[src/design/swr_ram.sv]
// ----------------------------------------------------------------------------
// swr_ram
// Single-port synchronous RAM, one access a cycle, registered read data.
// ----------------------------------------------------------------------------
`default_nettype none

module swr_ram #(
    parameter int ADDR_BITS = 8,
    parameter int DATA_BITS = 8
) (
    input  wire logic                 i_clk,
    input  wire logic                 i_en,
    input  wire logic                 i_we,
    input  wire logic [ADDR_BITS-1:0] i_addr,
    input  wire logic [DATA_BITS-1:0] i_wdata,
    output logic      [DATA_BITS-1:0] o_rdata
);

    logic [DATA_BITS-1:0] r_mem [2**ADDR_BITS];

    always_ff @(posedge i_clk) begin
        if (i_en) begin
            if (i_we) begin
                r_mem[i_addr] <= i_wdata;
            end else begin
                o_rdata <= r_mem[i_addr];
            end
        end
    end

endmodule

`default_nettype wire

[config.mk]
export PLATFORM = sky130hd
export DESIGN_NAME = swr_ram
export DESIGN_NICKNAME = d
export VERILOG_FILES = /design/src/design/swr_ram.sv
export SDC_FILE = /design/constraint.sdc
export NUM_CORES = 2
export LEC_CHECK = 0
export ABC_AREA = 0
export ABC_CLOCK_PERIOD_IN_PS = 3800
export BUFFER_PORTS_ARGS = -buffer_cell sky130_fd_sc_hd__clkbuf_2
export CORE_AREA = 2 2 515 517
export CTS_BUF_LIST = sky130_fd_sc_hd__clkbuf_8
export CTS_CLUSTER_DIAMETER = 60
export DETAILED_ROUTE_END_ITERATION = 12
export DIE_AREA = 0 0 517 519
export GPL_TIMING_DRIVEN = 1
export PLACE_DENSITY = 0.48
export RECOVER_POWER = 50
export SLEW_MARGIN = 15
export SYNTH_ARGS = -nofsm -noshare
export SYNTH_HDL_FRONTEND = slang
export SYNTH_SLANG_ARGS = --single-unit
[constraint.sdc]
create_clock -name i_clk -period 3.8 [get_ports i_clk]
set_input_delay 0.38 -clock i_clk [delete_from_list [all_inputs] [get_ports i_clk]]
set_output_delay 0.38 -clock i_clk [all_outputs]
set_load 0.02 [all_outputs]
After elaboration in Yosys (flattened, before gate mapping)
Memories as Yosys holds them, arrays and structs flattened. A register that Yosys moved wholly into a read port is not among the register bits.
Index checks and enable logic that the tools add are counted.
{"block": "word_totals", "ff_bits": 0, "latchBits": 0, "ram_bits": 2048, "romBits": 0, "in_bits": 19, "output_inout_bits": 8, "wordCells": 6, "n_memories": 1}
{"block": "classes", "add_sub_neg": 0, "mul": 0, "div": 0, "order_cmp": 0, "n_eq_ne": 0, "shift": 0, "n_mux": 3, "bitwise": 1, "n_reduce_logical": 1}
{"name": "r_mem", "words": 256, "word_bits": 8, "read_ports": 1, "rd_clocked_by_memory_dff": 1, "write_ports": 1, "line_no": "19", "text": "logic [DATA_BITS-1:0] r_mem [2**ADDR_BITS];"}
{"operator": "1-bit two-way mux", "count": 3}
{"operator": "2-bit AND reduction", "count": 1}
{"operator": "1-bit inverter", "count": 1}

Longest topological paths before layout
{"block": "logic_depth", "word_depth": 3, "ltp_mapped": 9, "ltp_nobuf": 5}

Least setup slack after synthesis
OpenSTA, ideal clock, no wires.
{"block": "synth_timing", "path_kind": "input -> register", "start": "input port i_addr[0]", "end": "memory r_mem[117][0], enable pin", "setup_ps": 370, "arrival_time_ps": 2305, "required_time_ps": 3430, "slack_ps": 1125, "path_stages": 8, "path_buffers": 5, "cell_sequence": "buf_2 -> buf_6 -> buf_2 -> buf_2 -> nor3b_1 -> nand2_1 -> clkbuf_1 -> nor2_1"}
{"element": "from (decl)", "line_no": "14", "text": "input wire logic [ADDR_BITS-1:0] i_addr,"}
{"element": "to (decl)", "line_no": "19"}
Straight into the memory's write port.

Final worst setup path
{"block": "layout_timing", "start": "input port i_wdata[1]", "end": "memory r_mem[227][1] (data pin)"}
{"element": "from (decl)", "line_no": "15", "text": "input wire logic [DATA_BITS-1:0] i_wdata,"}
Straight into the memory's write port.

==> summary.md <==
| Metric | Value |
|---|---|
| Status | `finished, violations left` |
| Failing checks | `max-capacitance violations, max-slew violations` |
| Internal Power | `35.19 mW` |
| Post-Route WL | `220.2 mm` |
| Register area share after synthesis | `78.77%` |
| Final Worst Setup Slack | `around 0.54 ns` |
| TritonCTS Buffers | `around 360` |
| Worst R2R End | `o_rdata[0]` |
| Layout area overhead | `18.55%` |
| Xor-xnor portion of the synthesized cell area | `0%` |
| Comb power frac | `just under 5%` |
| Worst endpoint required time | `about 4.2 ns` |
| Post-CTS setup buffer count | `0` |
| Rows | `between 150 and 200` |
| Die area | `about 270000 µm²` |
| Critical path's slowest cell | `clkbuf_1` |
| Hold Buf Count CTS | `10` |
| Placer Congestion | `around 0.8` |
| Vias/cell | `roughly 5` |
| Max-slew violation count | `about 870` |
| Reg2Reg Launch Point | `r_mem[176][0]` |
| Die X | `about 520 µm` |
| Clk_skew | `~0.07 ns` |
| Warnings from Yosys | `0` |
| Htree depth | `5` |
| Unique masters post-synth | `21` |
| Top achievable clock speed | `between 300 and 400 MHz` |
| Hold path depth | `5` |
| Reg clk slew, reported paths | `roughly 0.060 ns` |
| Final hold slack | `0.2155 ns` |
| TritonCTS clock tree | `done` |
| Resize count post-CTS | `0` |
| Part of the power in registers | `a little under three fifths` |
| Inst Count DP | `7387` |
| Peak VDD IR | `roughly 240 µV` |
| Kind of cell adding the most delay to the critical path | `buffers and inverters` |
| Initial antenna violation count | `9` |
| Tcrit/Tclk final | `a little under nine tenths` |
| Global-route wire length before repair | `310.6 mm` |
| Worst reg-to-reg setup slack | `about 0.75 ns` |
| I/O pin cnt | `27` |
| Drt wl/cell | `about 27 µm` |
| Dpl ws | `-0.3636 ns` |
| Largest family of logic cells by synthesized area | `multiplexers` |
| Synthesis-stage register bit count | `between 2000 and 2500` |
| Min-Delay Path Class | `input pin to flop` |
| CP Launch Type | `input pin` |
| Starting DRT DRC Count | `4218` |
| Largest cells by area after synthesis | `edfxtp_1, mux4_2, a22oi_1` |
| Pwr/cell area | `just under 500 nW/µm²` |
| Crit end category | `flop` |
| Largest stage delay on the critical path | `roughly 2.2 ns` |
| Core Region | `263400 µm²` |
| MaxCap Viol Count | `9` |
| Max Fanout on Critical Path | `57` |
| Rel. slew slack | `-114.2%` |
| Final cell count without fillers | `8034` |
| RSZ-0062 raised after global routing | `false` |
| Sw Pwr | `10.34 mW` |
| Clock Latency Late Sink | `about 1.1 ns` |
| Clock share of power | `roughly two fifths` |
| CP Buf/Inv Count | `3` |
| Final setup viols | `0` |
| GRT Residual Overflow | `0` |
| Share of layout cells above drive strength 1 | `between 30% and 40%` |
| Post-synthesis cell area | `78380 µm²` |
| Setup TNS Final | `0 ns` |
| Vias in the first global route | `around 41000` |
| Syn Area/Cell | `22.23 µm²` |
| R2r worst-path depth | `6` |
| Mux cell area share after synthesis | `approximately 15%` |
| Slew @ Worst Pin | `roughly 3.2 ns` |
| Clock root cell | `clkbuf_8` |
| GRT Util Overall | `16.21%` |
| Leakage power | `29.29 nW` |
| Setup CP Type | `input pin to flop` |
| PortBufs | `26` |
| Post-Synth Simple-Gate Area | `under 10%` |
| Dominant cell type by area after synthesis | `edfxtp_1` |
| Adder-cell share of the synthesized area | `0%` |
| Largest net degree at the start of global routing | `between 100 and 150` |
| CP Cell Sequence | `dlygate4sd3_1 -> buf_8 -> clkbuf_1` |
| Final min period | `3.261 ns` |
| Clk buf depth | `4` |
| Hold Vio Cnt, Final | `0` |
| Min-delay src | `i_addr[7]` |
| Hold EP | `o_rdata[3]` |
| Total number of vias | `slightly below 40000` |
| Total power | `~46 mW` |
| Net Count, Synth | `about 3500` |
| Die Height | `~520 µm` |
| Synth Area in Compound Gates | `under 10%` |
| Final net count | `about 4200` |
| # DRC | `0` |
| Synth top area share | `78.77%` |
| Initial Util | `between 20% and 30%` |
| Critical Path AT | `between 3 and 4 ns` |
| Post-DRT Antenna Nets | `0` |
| Switching Fraction | `between 20% and 30%` |
| Syn Inst Count | `about 3500` |
| Clock Sinks | `~2100` |
| Post-DP HPWL | `~140 mm` |
| DRT Pass-1 Iters | `5` |
## power groups by stage
| stage | Sequential (mW) | Clock [mW] | Combinational [mW] |
|---|---|---|---|
| after CTS | 25.0 | 18.8 | 2.32 |
| final | 25.0 | 18.2 | 2.25 |
| after global placement | 25.5 | 0 | 2.29 |
| after detailed placement | 25.5 | 0 | 2.31 |
| after floorplan | 25.5 | 0 | 1.07 |
| after global routing | 25.0 | 19.8 | 2.40 |
## worst max path at each step
stage / start / end / slack [ns] / cells after the start
finish: i_wdata[1] / r_mem[227][1] / 0.54 / 3
global route: i_wdata[6] / r_mem[65][6] / 0.38 / 3
CTS: r_mem[176][0] / o_rdata[0] / 0.54 / 6
detailed placement: i_addr[0] / o_rdata[0] / -0.36 / 9
global placement: i_addr[0] / o_rdata[2] / -0.53 / 9
floorplan: i_addr[0] / r_mem[117][0] / 1.12 / 8
## sequential cells by signal, summed over array words and instances, names as in the netlist
| name | flops |
|---|---|
| o_rdata | 8 |
| r_mem | 2048 |
## per-stage QoR
stage | area, µm² | util [%]
floorplan | 78380 | -
global placement | 86680 | 32.90
detailed placement | 86700 | 32.91
CTS | 93060 | 35.33
global route | 92910 | 35.27
finish | 92920 | 35.27
## worst register-to-register path, cell delays in order, from the launching register on
cell and delay, ns:
edfxtp_1 0.36, mux4_2 0.53, a22oi_1 0.24, a21oi_1 0.20
o41ai_1 1.08, buf_4 0.30, nand4_1 0.08
## cell usage after synthesis, drive strengths merged
library cell  number
nand2b             2
o41ai             32
clkbuf           143
and4               1
edfxtp          2056
a21oi            128
nor3               1
buf               82
nand2             30
nand4              8
a22oi            256
mux4             512
nor3b              2
nor2             259
nand3              4
or2                1
and2               2
nor2b              7
## placed cells by master, fill, tap and decap left out, types with 2 or more instances in the layout
| master | netlist | final |
|---|---|---|
| edfxtp_1 | 2056 | 2056 |
| mux4_2 | 512 | 512 |
| buf_4 | 11 | 451 |
| clkbuf_8 | 0 | 365 |
| nor2_1 | 259 | 258 |
| a22oi_1 | 256 | 256 |
| inv_1 | 0 | 129 |
| a21oi_1 | 128 | 128 |
| clkinv_1 | 0 | 86 |
| buf_12 | 0 | 49 |
| clkbuf_2 | 0 | 31 |
| o41ai_1 | 32 | 30 |
| clkinv_2 | 0 | 27 |
| clkbuf_1 | 143 | 18 |
| nand2_2 | 0 | 16 |
| nand2_1 | 30 | 14 |
| diode_2 | 0 | 12 |
| dlygate4sd3_1 | 0 | 10 |
| nand4_1 | 8 | 8 |
| bufinv_16 | 0 | 7 |
| clkinvlp_4 | 0 | 6 |
| nor2b_1 | 7 | 5 |
| nand3_1 | 4 | 4 |
| inv_6 | 0 | 4 |
| buf_8 | 0 | 3 |
| nor2b_4 | 0 | 2 |
| nand2b_2 | 0 | 2 |
| o41ai_2 | 0 | 2 |
| nor3b_1 | 2 | 2 |
## layout make-up
cell class / instances / area, µm²
Fill cell: 24664 / 170500
Clock inverter: 260 / 1244
Antenna cell: 12 / 30.03
Clock buffer: 365 / 5024
Timing Repair Buffer: 563 / 4745
Multi-Input combinational cell: 1245 / 15720
Sequential cell: 2056 / 61740
Tap cell: 3533 / 4420
## cells by family after synthesis
kind of cell / count (synthesis)
and+or+nand+nor: 317
AOI/OAI and AO/OA: 416
DFF: 2056
muxes: 512
buffers and inverters: 225
## metal layers
metal | part of all wire, % | GRT usage [%]
met1 | 44 | 22.68
met2 | 48 | 25.87
met3 | 5.8 | 3.060
met4 | 2.2 | 4.300
met5 | 0 | 0
Note: power is estimated with default switching activity, not from simulation.
