`src/design/swr_pkg.sv`:
```
// ----------------------------------------------------------------------------
// swr_pkg
// Shared types, sizes and codes of the square window rotator.
// ----------------------------------------------------------------------------
`default_nettype none

package swr_pkg;

    // frame store geometry
    localparam int PLANES  = 4;
    localparam int SIDE    = 256;

    // request and response field widths
    localparam int OP_W    = 2;
    localparam int PLANE_W = 2;
    localparam int COORD_W = 8;
    localparam int PIX_W   = 8;
    localparam int ANGLE_W = 2;

    // memory addressing
    localparam int PA_W    = (PLANES > 1) ? $clog2(PLANES) : 1;
    localparam int XY_W    = $clog2(SIDE);
    localparam int ADDR_W  = PA_W + 2 * XY_W;
    // window coordinates carry one spare bit for right and bottom edges
    localparam int CRD_W   = COORD_W + 1;
    localparam int CNT_W   = 2 * CRD_W;

    // operation codes
    localparam logic [OP_W-1:0] OP_WRITE  = 2'd0;
    localparam logic [OP_W-1:0] OP_READ   = 2'd1;
    localparam logic [OP_W-1:0] OP_ROTATE = 2'd2;

    // angle codes
    localparam logic [ANGLE_W-1:0] ANG_NONE = 2'd0;
    localparam logic [ANGLE_W-1:0] ANG_180  = 2'd1;
    localparam logic [ANGLE_W-1:0] ANG_M90  = 2'd2;
    localparam logic [ANGLE_W-1:0] ANG_P90  = 2'd3;

    typedef struct packed {
        logic [OP_W-1:0]    op;
        logic [PLANE_W-1:0] plane;
        logic [COORD_W-1:0] pix_x;
        logic [COORD_W-1:0] pix_y;
        logic [PIX_W-1:0]   pixel_in;
        logic [COORD_W-1:0] win_left;
        logic [COORD_W-1:0] win_top;
        logic [COORD_W-1:0] win_right;
        logic [COORD_W-1:0] win_bottom;
        logic [ANGLE_W-1:0] angle;
    } t_req;

    typedef struct packed {
        logic [PIX_W-1:0] pixel_out;
        logic             status;
    } t_rsp;

    typedef struct packed {
        logic              en;
        logic              we;
        logic [ADDR_W-1:0] addr;
        logic [PIX_W-1:0]  wdata;
    } t_mem_cmd;

    typedef struct packed {
        logic [PA_W-1:0]    plane;
        logic [CRD_W-1:0]   left;
        logic [CRD_W-1:0]   top;
        logic [COORD_W-1:0] span;
        logic [ANGLE_W-1:0] angle;
    } t_rot_cmd;

    function automatic logic [ADDR_W-1:0] mk_addr(
        input logic [PA_W-1:0]  pl,
        input logic [CRD_W-1:0] x,
        input logic [CRD_W-1:0] y
    );
        mk_addr = {pl, XY_W'(y), XY_W'(x)};
    endfunction

endpackage

`default_nettype wire

```
`src/design/swr_if.sv`:
```
// ----------------------------------------------------------------------------
// swr_if
// Request and response channels: valid, ready and payload.
// ----------------------------------------------------------------------------
`default_nettype none


interface swr_rsp_if import swr_pkg::*; ();
    logic valid;
    logic ready;
    t_rsp data;

    modport source (output valid, output data, input ready);
    modport sink   (input valid, input data, output ready);
endinterface

`default_nettype wire

```
`src/design/swr_rsp_fifo.sv`:
```
// ----------------------------------------------------------------------------
// swr_rsp_fifo
// Two-entry response queue between the block and the response channel.
// ----------------------------------------------------------------------------
`default_nettype none

module swr_rsp_fifo import swr_pkg::*; (
    input  wire logic   i_clk,
    input  wire logic   i_rst_n,
    input  wire logic   i_push,
    input  wire t_rsp   i_push_data,
    output logic [1:0]  o_count,
    swr_rsp_if.source   o_rsp
);

    t_rsp       r_mem [2];
    logic       r_wptr;
    logic       r_rptr;
    logic [1:0] r_count;
    logic       n_pop;

    assign n_pop      = o_rsp.valid && o_rsp.ready;
    assign o_rsp.valid = (r_count != 2'd0);
    assign o_rsp.data  = r_mem[r_rptr];
    assign o_count     = r_count;

    always_ff @(posedge i_clk) begin
        if (i_push) begin
            r_mem[r_wptr] <= i_push_data;
        end
        if (!i_rst_n) begin
            r_wptr  <= 1'b0;
            r_rptr  <= 1'b0;
            r_count <= 2'd0;
        end else begin
            if (i_push) begin
                r_wptr <= ~r_wptr;
            end
            if (n_pop) begin
                r_rptr <= ~r_rptr;
            end
            r_count <= r_count + {1'b0, i_push} - {1'b0, n_pop};
        end
    end

endmodule

`default_nettype wire

```
`src/flat_wrapper.sv`:
```
// flat-port wrapper written by rule: the top's interface ports become plain ports
module swr_rsp_fifo_flat import swr_pkg::*;
  (i_clk, i_rst_n, i_push, i_push_data, o_count, o_rsp_valid, o_rsp_data, o_rsp_ready);
  swr_rsp_if o_rsp_i ();
  input  wire logic i_clk;
  input  wire logic i_rst_n;
  input  wire logic i_push;
  input  wire t_rsp i_push_data;
  output logic [1:0] o_count;
  output wire logic [$bits(o_rsp_i.valid)-1:0] o_rsp_valid;
  output wire logic [$bits(o_rsp_i.data)-1:0] o_rsp_data;
  input wire logic [$bits(o_rsp_i.ready)-1:0] o_rsp_ready;
  assign o_rsp_valid = o_rsp_i.valid;
  assign o_rsp_data = o_rsp_i.data;
  assign o_rsp_i.ready = o_rsp_ready;
  swr_rsp_fifo u_core (.i_clk(i_clk), .i_rst_n(i_rst_n), .i_push(i_push), .i_push_data(i_push_data), .o_count(o_count), .o_rsp(o_rsp_i));
endmodule
```
`config.mk`:
```
export PLATFORM = sky130hd
export DESIGN_NAME = swr_rsp_fifo_flat
export DESIGN_NICKNAME = d
export VERILOG_FILES = /design/src/design/swr_pkg.sv /design/src/design/swr_if.sv /design/src/design/swr_rsp_fifo.sv /design/src/flat_wrapper.sv
export SDC_FILE = /design/constraint.sdc
export NUM_CORES = 1
export LEC_CHECK = 0
export BUFFER_PORTS_ARGS = -buffer_cell sky130_fd_sc_hd__buf_2
export CORE_AREA = 2 2 46 48
export DETAILED_ROUTE_END_ITERATION = 7
export DIE_AREA = 0 0 48 50
export PLACE_DENSITY = 0.73
export SLEW_MARGIN = 30
export SYNTH_ARGS = -nofsm -noshare
export SYNTH_HDL_FRONTEND = slang
export SYNTH_SLANG_ARGS = --single-unit
export TNS_END_PERCENT = 1
```
`constraint.sdc`:
```
create_clock -name i_clk -period 1.6 [get_ports i_clk]
set_input_delay 0.24 -clock i_clk [delete_from_list [all_inputs] [get_ports i_clk]]
set_output_delay 0.24 -clock i_clk [all_outputs]
set_load 0.1 [all_outputs]
```
# Yosys cells after proc, flatten, opt, wreduce, memory -nomap -nowiden
# Memory sizes are Yosys's and may differ from the RTL's. A register that Yosys moved wholly into a read port is not among the register bits.
# Index checks and enable logic that the tools add are counted.
# classes
muxes	4
bitwise	2
n_addsub	2
n_reduce_logical	2
# ops
cell	n
2-to-1 mux 1 bit	4
adder 2 x 1 -> 2 bit	1
NOT 1 bit	2
nonzero test 2 bit	1
subtractor 2 x 1 -> 2 bit	1
logical AND 1 bit	1
# word_totals
out_inout_bits	12
memories	1
regBits	4
ram_bits	18
# memory_table
memory	words	width	rd	rd_clocked_by_memory_dff	wr	line	source
u_core.r_mem	2	9	1	1	1	swr_rsp_fifo.sv:16	t_rsp r_mem [2];

# Logic depth before layout (Yosys ltp)
# depth
depth_word	4
mapped_depth	6
depth_no_buf	6

# Worst setup path after synthesis
# OpenSTA, ideal clock, no wires.
# synth_timing
path_type	reg2reg
start	register u_core.r_count[0], in the netlist u_core.o_count[0]
end	register u_core.r_count[1], in the netlist u_core.o_count[1]
stages_incl_launch_ff	7
setup_slack_ps	-449
path_buffers	0
arrival_ps	1987
t_required_ps	1538
period_less_slack_ps	2049
path_cell_list	dfxtp_1 -> o21a_1 -> ha_1 -> inv_1 -> ha_1 -> xnor3_1 -> nor2b_2
# synth_between
elab_chain_len	3
# synth_lines
item	line	source
start, declared	swr_rsp_fifo.sv:19	logic [1:0] r_count;
start signal, assigned	swr_rsp_fifo.sv:42	r_count <= r_count + {1'b0, i_push} - {1'b0, n_pop};
nonzero test 2 bit	swr_rsp_fifo.sv:23	assign o_rsp.valid = (r_count != 2'd0);
logical AND 1 bit	swr_rsp_fifo.sv:22	assign n_pop = o_rsp.valid && o_rsp.ready;
net u_core.n_pop	swr_rsp_fifo.sv:20	logic n_pop;
subtractor 2 x 1 -> 2 bit	swr_rsp_fifo.sv:42	
# The timed path passes the listed nets, and every way through them passes these cells.
# A chain may end at the register's enable or synchronous reset.

==> metrics.txt <==
Routed WL 1.32 mm; sequential share of power 35.1%; CTS sink count 23; critical path's slowest cell dfxtp_2; site row count 16; Yosys top cell by area edfxtp_1; total CTS buffers 3; Avg Cell Area, Syn 17.7 sq um; cell count after synthesis 50; antenna diode count 0; Seq/Total Area, Yosys 72.2%; CP Buf/Inv Count 2; R2R depth 6; Max Cap Viol 0; Port-buffer cells 24; reg2reg start u_core.o_count[0]; VDD IR max 938 uV; static leakage power 0.000471 uW; largest delay contributor family on the critical path flip-flops; post-route cell area 0.00116 sq mm; Combinational Power Share 53.4%; CP arrival 1320 ps; Syn Std Cell Area 887 sq um; Sw Pwr 1030 uW; first-pass GRT wire length 2.14 mm; Pwr per Cell Area 1880 mW/mm^2; CP Depth 3; Routed Antenna Nets 0; Routed WL per cell 12.2 um; most area-consuming cells after synthesis edfxtp_1 61%, mux2_2 11%, dfxtp_1 11%; Post-DP HPWL 965 um; Fin Clk Skew 1.39 ps; # setup viols final 0; GRT busiest layer met2; share of layout cells above drive strength 1 56.8%; clk root buf clkbuf_4; CTS tree yes; Bufs on Longest Clock Path 2; yosys warns 0; Clock power frac 11.5%; area grow syn2layout 31.0%; CP peak stage delay 350 ps; Crit Path Category register to output pin; DIE WIDTH 48 um; Worst Max-Slew Pin Slew 491 ps; met2 Track Usage GR 22.2%; Initial Utilization 46.6%; H-Tree Depth 1; total die area 0.00240 sq mm; Hold Path Class input port to register; Worst Setup End Kind output pin; largest net degree at the start of global routing 14; CP max FO 5; Synth top area share 60.9%; RSZ-0062 raised after global routing true; final period utilization 97.5%; Syn Nets 65; Hold Path Cell Cnt 1; CP cell instances buf_4, mux2_2, buf_6; RD Place Congestion 0.684; DRC viols 0; initial antenna violation count 0; Core Area 0.00190 sq mm; # nets final 97; CP required 1360 ps; min Tclk post-route 1560 ps; Synth cell types 15; most used cells in the layout excluding fill and tap cells 18 x edfxtp_1, 15 x buf_2, 9 x mux2_2, 8 x buf_6, 4 x buf_4; final hold viol count 0; DR vias 502; grt ovf 0; 1st-iter DRT viols 7; GRT Total Usage 13.0%; f_max 641 MHz; Post-Place Cell Area 0.00107 sq mm; Slew headroom 67.5%; chip height 50 um; routed vias/inst 4.65; GR Util met3 4.40%; outcome complete, no violations; Int Pwr 1150 uW; setup TNS 0 ps; pins over their slew limit 0; Pre-antenna DRT Iters 3; Top Ports 25; Seq cells post-synth 23; grt met1 use 13.3%; Clock Latency Late Sink 300 ps; CP Launch Type register; switch share 47.2%; Hold Crit Start i_push_data[0]; commonest non-fill, non-tap cell in the layout edfxtp_1; Worst-path clk slew 110 ps; vias in the first global route 541; # fillers 151; Post-CTS Repair Setup Buffers 0
-- metal layers --
layer  part of all wire [%]  vias up
li1                       -      248
met1                     36      241
met2                     56       11
met3                    6.6        2
met4                    1.1        0
met5                      0        -
-- cell families after synthesis --
group | Yosys count | synth area share (%)
AOI/OAI and AO/OA | 2 | 1.69
DFF | 23 | 72.2
and+or+nand+nor | 8 | 5.64
adders and majority gates | 2 | 2.82
muxes | 11 | 13.7
buffers and inverters | 3 | 1.41
xor gates and xnor gates | 1 | 2.54
-- final cells by class --
cell class                      count  area, sq um  area share (%)
Sequential cell                    23          649            55.9
Inverter                            2         7.51           0.646
Timing Repair Buffer               28          210            18.1
Clock buffer                        3         22.5            1.94
Tap cell                           27         33.8            2.91
Multi-Input combinational cell     24          234            20.1
Clock inverter                      1         5.00           0.431
-- what timing repair did --
item                                    in CTS  in global routing
endpoints found under the setup margin       9                  9
hold buffers                                 0                  0
resized for setup                           18                  2
-- worst paths after layout --
check / endpoint / slack, ps
hold / removal: u_core.r_mem[1][0] / 120
hold reg to reg: register / 500
setup / recovery: o_rsp_data[2] / 40
setup reg to reg: u_core.o_count[1] / 150
-- power groups by stage --
stage | Sequential, uW | Combinational [uW] | Clock (uW)
final | 765 | 1160 | 251
after global routing | 774 | 1210 | 287
after CTS | 764 | 1160 | 263
after detailed placement | 777 | 1090 | 0
after global placement | 771 | 1080 | 0
after floorplan | 948 | 762 | 0
-- synth_stat cells --
master    number
and2_1         2
or2_2          1
xnor3_1        1
ha_1           2
o21a_1         2
nor2b_2        1
mux2i_1        2
mux2_2         9
dfxtp_1        5
nand2b_1       1
inv_1          2
edfxtp_1      18
nor2b_1        2
nand2_1        1
buf_2          1
-- worst reg2reg max path: stages (launching register included) --
cell     delay [ps]
dfxtp_4         360
o21a_1          230
ha_1            280
inv_1            60
ha_1            140
xnor3_1         220
nor2b_2         110
-- state kept, by name, summed over array words and instances, names as in the netlist, named ones only --
register        cells
u_core.o_count      2
u_core.r_rptr       1
u_core.r_mem       18
u_core.r_wptr       1
-- per-stage QoR --
stage / cells / hold WS [ps] / setup WS, ps / total power [uW] / util (%)
after floorplan: 50 / 339 / 44.2 / 1710 / -
after global placement: 104 / 428 / 206 / 1850 / 56.4
after detailed placement: 104 / 432 / 165 / 1870 / 56.4
after CTS: 108 / 109 / 10.5 / 2190 / 60.9
after global routing: 108 / 96.9 / -0.777 / 2270 / 61.1
final: 108 / 122 / 39.3 / 2180 / 61.1
(Power assumes the default switching activity.)
