==> config.mk <==
export PLATFORM = sky130hd
export DESIGN_NAME = swr_rot_seq
export DESIGN_NICKNAME = d
export VERILOG_FILES = /design/src/design/swr_pkg.sv /design/src/design/swr_rot_seq.sv
export SDC_FILE = /design/constraint.sdc
export NUM_CORES = 1
export LEC_CHECK = 0
export CAP_MARGIN = 20
export CORE_MARGIN = 10
export CORE_UTILIZATION = 60
export DETAILED_ROUTE_END_ITERATION = 6
export DONT_BUFFER_PORTS = 1
export PLACE_DENSITY_LB_ADDON = 0.1
export SLEW_MARGIN = 10
export SYNTH_ARGS = -nofsm -noshare
export SYNTH_HDL_FRONTEND = slang
export SYNTH_SLANG_ARGS = --single-unit
==> constraint.sdc <==
create_clock -name i_clk -period 14.4 [get_ports i_clk]
set_input_delay 2.88 -clock i_clk [delete_from_list [all_inputs] [get_ports i_clk]]
set_output_delay 2.88 -clock i_clk [all_outputs]
set_load 0.005 [all_outputs]
==> src/design/swr_pkg.sv <==
// ----------------------------------------------------------------------------
// swr_pkg
// Shared types, sizes and codes of the square window rotator.
// ----------------------------------------------------------------------------
`default_nettype none

package swr_pkg;

    // frame store geometry
    localparam int PLANES  = 4;
    localparam int SIDE    = 256;

    // request and response field widths
    localparam int OP_W    = 2;
    localparam int PLANE_W = 2;
    localparam int COORD_W = 8;
    localparam int PIX_W   = 8;
    localparam int ANGLE_W = 2;

    // memory addressing
    localparam int PA_W    = (PLANES > 1) ? $clog2(PLANES) : 1;
    localparam int XY_W    = $clog2(SIDE);
    localparam int ADDR_W  = PA_W + 2 * XY_W;
    // window coordinates carry one spare bit for right and bottom edges
    localparam int CRD_W   = COORD_W + 1;
    localparam int CNT_W   = 2 * CRD_W;

    // operation codes
    localparam logic [OP_W-1:0] OP_WRITE  = 2'd0;
    localparam logic [OP_W-1:0] OP_READ   = 2'd1;
    localparam logic [OP_W-1:0] OP_ROTATE = 2'd2;

    // angle codes
    localparam logic [ANGLE_W-1:0] ANG_NONE = 2'd0;
    localparam logic [ANGLE_W-1:0] ANG_180  = 2'd1;
    localparam logic [ANGLE_W-1:0] ANG_M90  = 2'd2;
    localparam logic [ANGLE_W-1:0] ANG_P90  = 2'd3;

    typedef struct packed {
        logic [OP_W-1:0]    op;
        logic [PLANE_W-1:0] plane;
        logic [COORD_W-1:0] pix_x;
        logic [COORD_W-1:0] pix_y;
        logic [PIX_W-1:0]   pixel_in;
        logic [COORD_W-1:0] win_left;
        logic [COORD_W-1:0] win_top;
        logic [COORD_W-1:0] win_right;
        logic [COORD_W-1:0] win_bottom;
        logic [ANGLE_W-1:0] angle;
    } t_req;

    typedef struct packed {
        logic [PIX_W-1:0] pixel_out;
        logic             status;
    } t_rsp;

    typedef struct packed {
        logic              en;
        logic              we;
        logic [ADDR_W-1:0] addr;
        logic [PIX_W-1:0]  wdata;
    } t_mem_cmd;

    typedef struct packed {
        logic [PA_W-1:0]    plane;
        logic [CRD_W-1:0]   left;
        logic [CRD_W-1:0]   top;
        logic [COORD_W-1:0] span;
        logic [ANGLE_W-1:0] angle;
    } t_rot_cmd;

    function automatic logic [ADDR_W-1:0] mk_addr(
        input logic [PA_W-1:0]  pl,
        input logic [CRD_W-1:0] x,
        input logic [CRD_W-1:0] y
    );
        mk_addr = {pl, XY_W'(y), XY_W'(x)};
    endfunction

endpackage

`default_nettype wire

==> src/design/swr_rot_seq.sv <==
// ----------------------------------------------------------------------------
// swr_rot_seq
// Rotate sequencer: walks the window, reads a group of two (180) or four
// (90) pixels, then writes them back shifted by one place in the group.
// ----------------------------------------------------------------------------
`default_nettype none

module swr_rot_seq import swr_pkg::*; (
    input  wire logic             i_clk,
    input  wire logic             i_rst_n,
    input  wire logic             i_start,
    input  wire t_rot_cmd         i_cmd,
    input  wire logic [PIX_W-1:0] i_rdata,
    output logic                  o_busy,
    output t_mem_cmd              o_mem
);

    typedef enum logic [2:0] {
        S_IDLE,
        S_LOAD,
        S_READ,
        S_WAIT,
        S_WRITE
    } t_state;

    t_state             r_state;
    logic [PA_W-1:0]    r_plane;
    logic [CRD_W-1:0]   r_left, r_top, r_right, r_bot;
    logic [COORD_W-1:0] r_span;
    logic               r_quad;
    logic               r_ccw;
    logic [CNT_W-2:0]   r_half, r_k;
    logic [CRD_W-1:0]   r_x, r_y;
    logic [CRD_W-1:0]   r_rt, r_rb, r_rl, r_rr, r_c;
    logic [ADDR_W-1:0]  r_addr [4];
    logic [PIX_W-1:0]   r_data [4];
    logic [1:0]         r_idx;
    logic               r_rd_pend;
    logic [1:0]         r_rd_idx;

    logic [CRD_W-1:0]   n_side;
    logic [CNT_W-1:0]   n_area;
    logic [ADDR_W-1:0]  n_grp [4];
    logic [1:0]         n_last;
    logic [1:0]         n_src;
    logic [CNT_W-2:0]   n_k;
    logic [CRD_W-1:0]   n_width;
    logic [ADDR_W-1:0]  n_pt, n_pr, n_pb, n_pw;

    always_comb begin
        n_side  = {1'b0, i_cmd.span} + CRD_W'(1);
        n_area  = n_side * n_side;
        n_last  = r_quad ? 2'd3 : 2'd1;
        n_src   = r_quad ? r_idx + 2'd1 : {1'b0, ~r_idx[0]};
        n_k     = r_k + (CNT_W-1)'(1);
        n_width = r_rr - r_rl;
        n_pt    = mk_addr(r_plane, r_rl + r_c, r_rt);
        n_pr    = mk_addr(r_plane, r_rr, r_rt + r_c);
        n_pb    = mk_addr(r_plane, r_rr - r_c, r_rb);
        n_pw    = mk_addr(r_plane, r_rl, r_rb - r_c);
        if (!r_quad) begin
            n_grp[0] = mk_addr(r_plane, r_left + r_x, r_top + r_y);
            n_grp[1] = mk_addr(r_plane, r_right - r_x, r_bot - r_y);
            n_grp[2] = n_pb;
            n_grp[3] = n_pw;
        end else if (r_ccw) begin
            n_grp[0] = n_pt;
            n_grp[1] = n_pw;
            n_grp[2] = n_pb;
            n_grp[3] = n_pr;
        end else begin
            n_grp[0] = n_pt;
            n_grp[1] = n_pr;
            n_grp[2] = n_pb;
            n_grp[3] = n_pw;
        end
    end

    always_comb begin
        o_busy      = (r_state != S_IDLE);
        o_mem.en    = (r_state == S_READ) || (r_state == S_WRITE);
        o_mem.we    = (r_state == S_WRITE);
        o_mem.addr  = r_addr[r_idx];
        o_mem.wdata = r_data[n_src];
    end

    always_ff @(posedge i_clk) begin
        r_rd_idx  <= r_idx;
        if (r_rd_pend) begin
            r_data[r_rd_idx] <= i_rdata;
        end
        if (!i_rst_n) begin
            r_state   <= S_IDLE;
            r_rd_pend <= 1'b0;
        end else begin
            r_rd_pend <= (r_state == S_READ);
            case (r_state)
                S_IDLE: begin
                    if (i_start) begin
                        r_plane <= i_cmd.plane;
                        r_left  <= i_cmd.left;
                        r_top   <= i_cmd.top;
                        r_right <= i_cmd.left + CRD_W'(i_cmd.span);
                        r_bot   <= i_cmd.top + CRD_W'(i_cmd.span);
                        r_span  <= i_cmd.span;
                        r_quad  <= (i_cmd.angle != ANG_180);
                        r_ccw   <= (i_cmd.angle == ANG_P90);
                        r_half  <= n_area[CNT_W-1:1];
                        r_k     <= '0;
                        r_x     <= '0;
                        r_y     <= '0;
                        r_c     <= '0;
                        r_rt    <= i_cmd.top;
                        r_rb    <= i_cmd.top + CRD_W'(i_cmd.span);
                        r_rl    <= i_cmd.left;
                        r_rr    <= i_cmd.left + CRD_W'(i_cmd.span);
                        r_state <= S_LOAD;
                    end
                end
                S_LOAD: begin
                    for (int i = 0; i < 4; i++) begin
                        r_addr[i] <= n_grp[i];
                    end
                    r_idx   <= '0;
                    r_state <= S_READ;
                end
                S_READ: begin
                    if (r_idx == n_last) begin
                        r_idx   <= '0;
                        r_state <= S_WAIT;
                    end else begin
                        r_idx <= r_idx + 2'd1;
                    end
                end
                S_WAIT: begin
                    r_state <= S_WRITE;
                end
                S_WRITE: begin
                    if (r_idx != n_last) begin
                        r_idx <= r_idx + 2'd1;
                    end else if (!r_quad) begin
                        // pairs run in raster order over the first half
                        r_k <= n_k;
                        if (r_x == CRD_W'(r_span)) begin
                            r_x <= '0;
                            r_y <= r_y + CRD_W'(1);
                        end else begin
                            r_x <= r_x + CRD_W'(1);
                        end
                        r_state <= (n_k == r_half) ? S_IDLE : S_LOAD;
                    end else if (r_c + CRD_W'(1) < n_width) begin
                        r_c     <= r_c + CRD_W'(1);
                        r_state <= S_LOAD;
                    end else begin
                        // step one ring inward
                        r_c     <= '0;
                        r_rt    <= r_rt + CRD_W'(1);
                        r_rb    <= r_rb - CRD_W'(1);
                        r_rl    <= r_rl + CRD_W'(1);
                        r_rr    <= r_rr - CRD_W'(1);
                        r_state <= (r_rt + CRD_W'(1) < r_rb - CRD_W'(1)) ? S_LOAD : S_IDLE;
                    end
                end
                default: begin
                    r_state <= S_IDLE;
                end
            endcase
        end
    end

endmodule

`default_nettype wire

Word level (Yosys, flattened, before mapping). Memories as Yosys holds them, arrays and structs flattened. A register that Yosys moved wholly into a read port is not among the register bits. Cells that the tools add are included. Widths: inputs -> output; s select.

Add/subtract/negate cells: 21. $mul: 1. $lt $le $gt $ge: 2. Equality and inequality tests: 18. Mux-type cells: 58. Bitwise gates (word level): 1. Reductions and logical operators: 12.

Operators with widths (count): $mux 9 (26); $pmux 9 s2 (7); $mux 70 (1); $mux 52 (1); $mux 17 (3); $add 9x1->9 const B (5); $pmux 17 s2 (1); $add 8x8->8 (4); $sub 8x8->8 (4); $add 9x8->9 (2); $lt 9x9->1 (2); $mul 9x9->18 (1); $sub 9x1->9 const B (2); $add 17x1->17 const B (1); $eq 17x17->1 (1); $pmux 3 s5 (1); $reduce_and 6->1 (2); $mux 2 (5); $ne 2x1->1 const B (5); $reduce_and 5->1 (2); $add 8x1->9 const B (1); $eq 9x8->1 (1); $mux 1 (9); $mux 3 (3); 16 further kinds (23).

Flip-flop bits (word level): 149. Memory bits (writable): 104. Bits of input ports: 41. Logic and storage cells: 136. Memories kept: 2.

Memory list: r_addr (words 4, width 18, rd ports 1, clocked after Yosys merged registers in 1, wr ports 4, line swr_rot_seq.sv:35) `logic [ADDR_W-1:0] r_addr [4];`; r_data (words 4, width 8, rd ports 1, clocked after Yosys merged registers in 0, wr ports 1, line swr_rot_seq.sv:36) `logic [PIX_W-1:0] r_data [4];`.

Longest topological paths before layout.
Depth after elaboration: 7. Depth in mapped cells: 24.

Worst setup path before layout. Ideal clock, no wire load.

Path type: input port to flip-flop. Start point: in i_cmd[2] (netlist name). End point: reg r_half[16], data pin. Arrival: 7.522 ns. Required time: 14.138 ns. Setup slack: 6.616 ns. Stages on the path: 21. Cells stage by stage: ha_1 nand3_1 or3_1 xor2_1 inv_1 clkbuf_1 nand2b_1 fa_1 inv_1 fa_1 fa_1 inv_1 fa_1 inv_1 ha_1 and3_1 nand3_1 nand4_1 a31o_2 a21oi_1 xnor2_1.

Word-level cells in the longest chain between the ends: 2.

Ends and longest elaborated chain: from (decl) (line swr_rot_seq.sv:12) `input wire t_rot_cmd i_cmd,`; $add 8x1->9 (line swr_rot_seq.sv:51) `n_side = {1'b0, i_cmd.span} + CRD_W'(1);`; $mul 9x9->18 (line swr_rot_seq.sv:52) `n_area = n_side * n_side;`; net n_area[17] (line swr_rot_seq.sv:42) `logic [CNT_W-1:0] n_area;`; to (signal assigned) (line swr_rot_seq.sv:108) `r_half <= n_area[CNT_W-1:1];`; to (decl) (line swr_rot_seq.sv:32) `logic [CNT_W-2:0] r_half, r_k;`.

The timed path passes the listed nets, and every way through them passes these cells. A chain may end at the register's enable or synchronous reset.

Worst setup path after layout. Same ends and word-level chain as after synthesis.

==> results.sh <==
export IMPL_status="completed"
export IMPL_vias=11160
export IMPL_finalWirelength_mm=37.22
export IMPL_clk_path_buf_depth=3
export IMPL_p_leak_nw=7.101
export IMPL_slew_violations=0
export IMPL_via_per_inst=5.797
export IMPL_clk_latency_ns=0.54
export IMPL_path_clk_slew_ns=0.06
export IMPL_rsz0062_at_grt="no"
export IMPL_dr_pass1_iters=5
export IMPL_cts_sinks=247
export IMPL_critPathMaxFanout=11
export IMPL_relSlewSlack=0.4497
export IMPL_post_cts_setup_buffers=0
export IMPL_ir_drop_uv=84.82
export IMPL_wl_per_cell_um=19.34
export IMPL_yosys_area_top_type="edfxtp_1"
export IMPL_synth_edff_count=239
export IMPL_htree_levels=1
export IMPL_power_mw=2.208
export IMPL_synth_cells=1522
export IMPL_finalSetupViolations=0
export IMPL_power_frac_seq=0.417
export IMPL_fin_crit_sh=0.5319
export IMPL_ys_types=59
export IMPL_critPathRequiredTime_ns=14.67
export IMPL_fin_cells=1925
export IMPL_yosysTopAreaCellShare=0.4326
export IMPL_cts_made_buffers=28
export IMPL_period_minus_slack_ns=7.659
export IMPL_overflow=0
export IMPL_die_w_um=186.3
export IMPL_avgSynthCellArea_um2=10.90
export IMPL_fin_skew_ns=0.02268
export IMPL_syn_cell_area_um2=16590
export IMPL_hold_path_class="register to register"
export IMPL_pre_cts_slack_ns=6.254
export IMPL_seq_area_frac_synth=0.4422
export IMPL_fin_nets=1756
export IMPL_antenna_left=0
export IMPL_dp_hpwl_mm=28.53
export IMPL_swShare=0.3107
export IMPL_antenna_found_initial=0
export IMPL_cts_resized=0
export IMPL_power_per_cell_area_nw_per_um2=123.5
export IMPL_yosys_warnings=0
export IMPL_drt_initial_drc_count=845
export IMPL_setup_slack_ns=6.741
export IMPL_crit_type="input pin to register"
export IMPL_grt_pass1_vias=11030
export IMPL_drc_errors=0
export IMPL_hold_violations=0
export IMPL_setup_tns_ns=0
export IMPL_gp_congestion=0.9133
export IMPL_final_util=0.6596
export IMPL_cp_start_kind="input pin"
export IMPL_dieArea_um2=34700
export IMPL_fill_cells=2157
export IMPL_p_int_mw=1.522
export IMPL_rows=60
export IMPL_io_pins=70
export IMPL_clock_root_buffer="clkbuf_16"
export IMPL_max_freq_mhz=130.6
export IMPL_grt_pass1_wl_mm=59.10
export IMPL_portBuffers=0
export IMPL_diodes=0
export IMPL_synth_flop_cell="edfxtp_1"
export IMPL_synth_seq_cells=247
export IMPL_synthArstFlopShare=0
export IMPL_critPathArrivalTime_ns=7.93
export IMPL_initial_utilization=0.6122
export IMPL_die_h_um=186.3
export IMPL_ys_top_cells_by_area="edfxtp_1 (43%), ha_1 (10%), xnor2_1 (6.7%)"
export IMPL_cts_tree="yes"
export IMPL_pwr_share_comb=0.289
export IMPL_cp_end_kind="register"
export IMPL_dp_cells=1872
export IMPL_cts_hold_buf=0
export IMPL_tightest_slew_ns=0.8255
export IMPL_area_growth_pct=7.737
export IMPL_drive_gt1_frac=0.06825
export IMPL_track_usage=0.2176
export IMPL_grt_max_degree=77
export IMPL_core_area_um2=27100
export IMPL_clockPowerShare=0.293
export IMPL_drv_cap=0
export IMPL_p_sw_mw=0.6858
## metal layers
layer  track usage  wire, um  vias to the layer above
met5             0         0                        -
met2        0.3338     16540                      381
met1        0.3052     16430                     5348
li1              -         -                     5370
met4       0.06288       954                        0
met3       0.04734      3299                       61
## cell type report
class / instances / area, um^2 / share of cell area
Timing Repair Buffer: 13 / 97.59 / 0.005460
Clock buffer: 33 / 740.7 / 0.04144
Tap cell: 372 / 465.4 / 0.02604
Inverter: 153 / 574.3 / 0.03213
Sequential cell: 247 / 7337 / 0.4105
Multi-Input combinational cell: 1088 / 8558 / 0.4788
Clock inverter: 19 / 101.3 / 0.005670
## registers in the layout (all words and copies together) (netlist names), 2 cells and up, named ones only
| signal | count |
|---|---|
| r_rl | 9 |
| r_data | 32 |
| r_top | 8 |
| r_rb | 9 |
| r_bot | 8 |
| r_state | 3 |
| r_span | 8 |
| r_left | 8 |
| r_rt | 9 |
| r_rr | 9 |
| r_y | 8 |
| r_x | 9 |
| r_k | 17 |
| r_addr | 66 |
| r_idx | 2 |
| r_c | 9 |
| r_rd_idx | 2 |
| r_half | 16 |
| r_plane | 2 |
| r_right | 8 |
## kinds of logic (layout without fill, tap and decap cells)
| family | Yosys count | in the layout | synth area share |
|---|---|---|---|
| compound gates | 222 | 222 | 0.08032 |
| fa+ha+maj | 184 | 184 | 0.1596 |
| buf+inv | 191 | 218 | 0.04374 |
| flops | 247 | 247 | 0.4422 |
| mux | 55 | 55 | 0.05211 |
| simple gates | 445 | 445 | 0.1284 |
| other cells | 1 | 5 | 0.0002260 |
| xor+xnor | 177 | 177 | 0.09344 |
## through the flow
stage,hold slack (ns),instance area (um^2)
detailed placement,0.4098,17030
global route,0.4222,17870
finish,0.4170,17870
global placement,0.4064,17030
floorplan,0.4003,16610
CTS,0.4215,17870
## power by group through the flow
stage / clock, mW / sequential (mW) / combinational [mW]
after floorplan: 0 / 0.915 / 0.508
after global placement: 0 / 0.934 / 0.620
after detailed placement: 0 / 0.936 / 0.636
after CTS: 0.661 / 0.921 / 0.642
after global routing: 0.690 / 0.928 / 0.730
final: 0.648 / 0.921 / 0.639
## layout by cell type, fill, tap and decap left out, types with 4 or more instances in the layout
cell	n
a21oi_1	54
nand2b_1	26
edfxtp_1	239
and2_1	9
nand3_1	32
o21a_1	9
clkbuf_1	4
mux2_2	11
fa_1	46
or3_1	6
inv_1	153
nand3b_1	4
nor2b_1	32
nor3_1	34
xnor2_1	126
o211ai_1	5
or2_2	5
xor2_1	51
mux4_2	24
conb_1	5
mux2i_1	20
clkinv_1	7
a21boi_0	4
clkinv_2	7
and3_1	10
nand2_1	121
clkbuf_16	29
o41ai_1	4
nor2_1	126
dfxtp_1	8
o21ai_0	82
a2111oi_0	4
ha_1	138
nor3b_1	4
a211oi_1	7
a31oi_1	11
a21o_1	21
nor4_1	9
buf_4	13
nand4_1	11
## worst max-delay path, stage by stage
cell and delay, ns:
ha_1 0.15, nand3_1 0.16, or3_1 0.36, xor2_1 0.45
inv_1 0.32, nand2b_1 0.17, fa_1 0.42, inv_1 0.12
fa_1 0.45, fa_1 0.55, inv_1 0.06, fa_1 0.53
inv_1 0.04, ha_1 0.35, and3_1 0.20, nand3_1 0.09
nand4_1 0.13, a31o_2 0.25, a21oi_1 0.16, xnor2_1 0.08
## synth_stat cells, types with 5 or more instances
library cell and count:
edfxtp_1 239, inv_1 153, ha_1 138, nor2_1 127, xnor2_1 126, nand2_1 122
o21ai_0 82, a21oi_1 55, xor2_1 51, fa_1 46, nor3_1 34, clkbuf_1 32
nand3_1 32, nor2b_1 32, nand2b_1 26, mux4_2 24, a21o_1 21, mux2i_1 20
a31oi_1 11, mux2_2 11, nand4_1 11, and3_1 10, and2_1 9, nor4_1 9
o21a_1 9, dfxtp_1 8, a211oi_1 7, or3_1 6, o211ai_1 5, or2_2 5
## worst paths after layout
kind	start	endpoint	slack [ns]	depth (start not counted)
worst min register to register	r_plane[0]	r_addr[0][16]	0.42	0
worst max-delay path	i_cmd[2]	r_half[16]	6.74	20
worst max register to register	r_rr[0]	r_rt[4]	10.13	17
worst min-delay path	r_plane[0]	r_addr[0][16]	0.42	0
(Power assumes the default switching activity.)
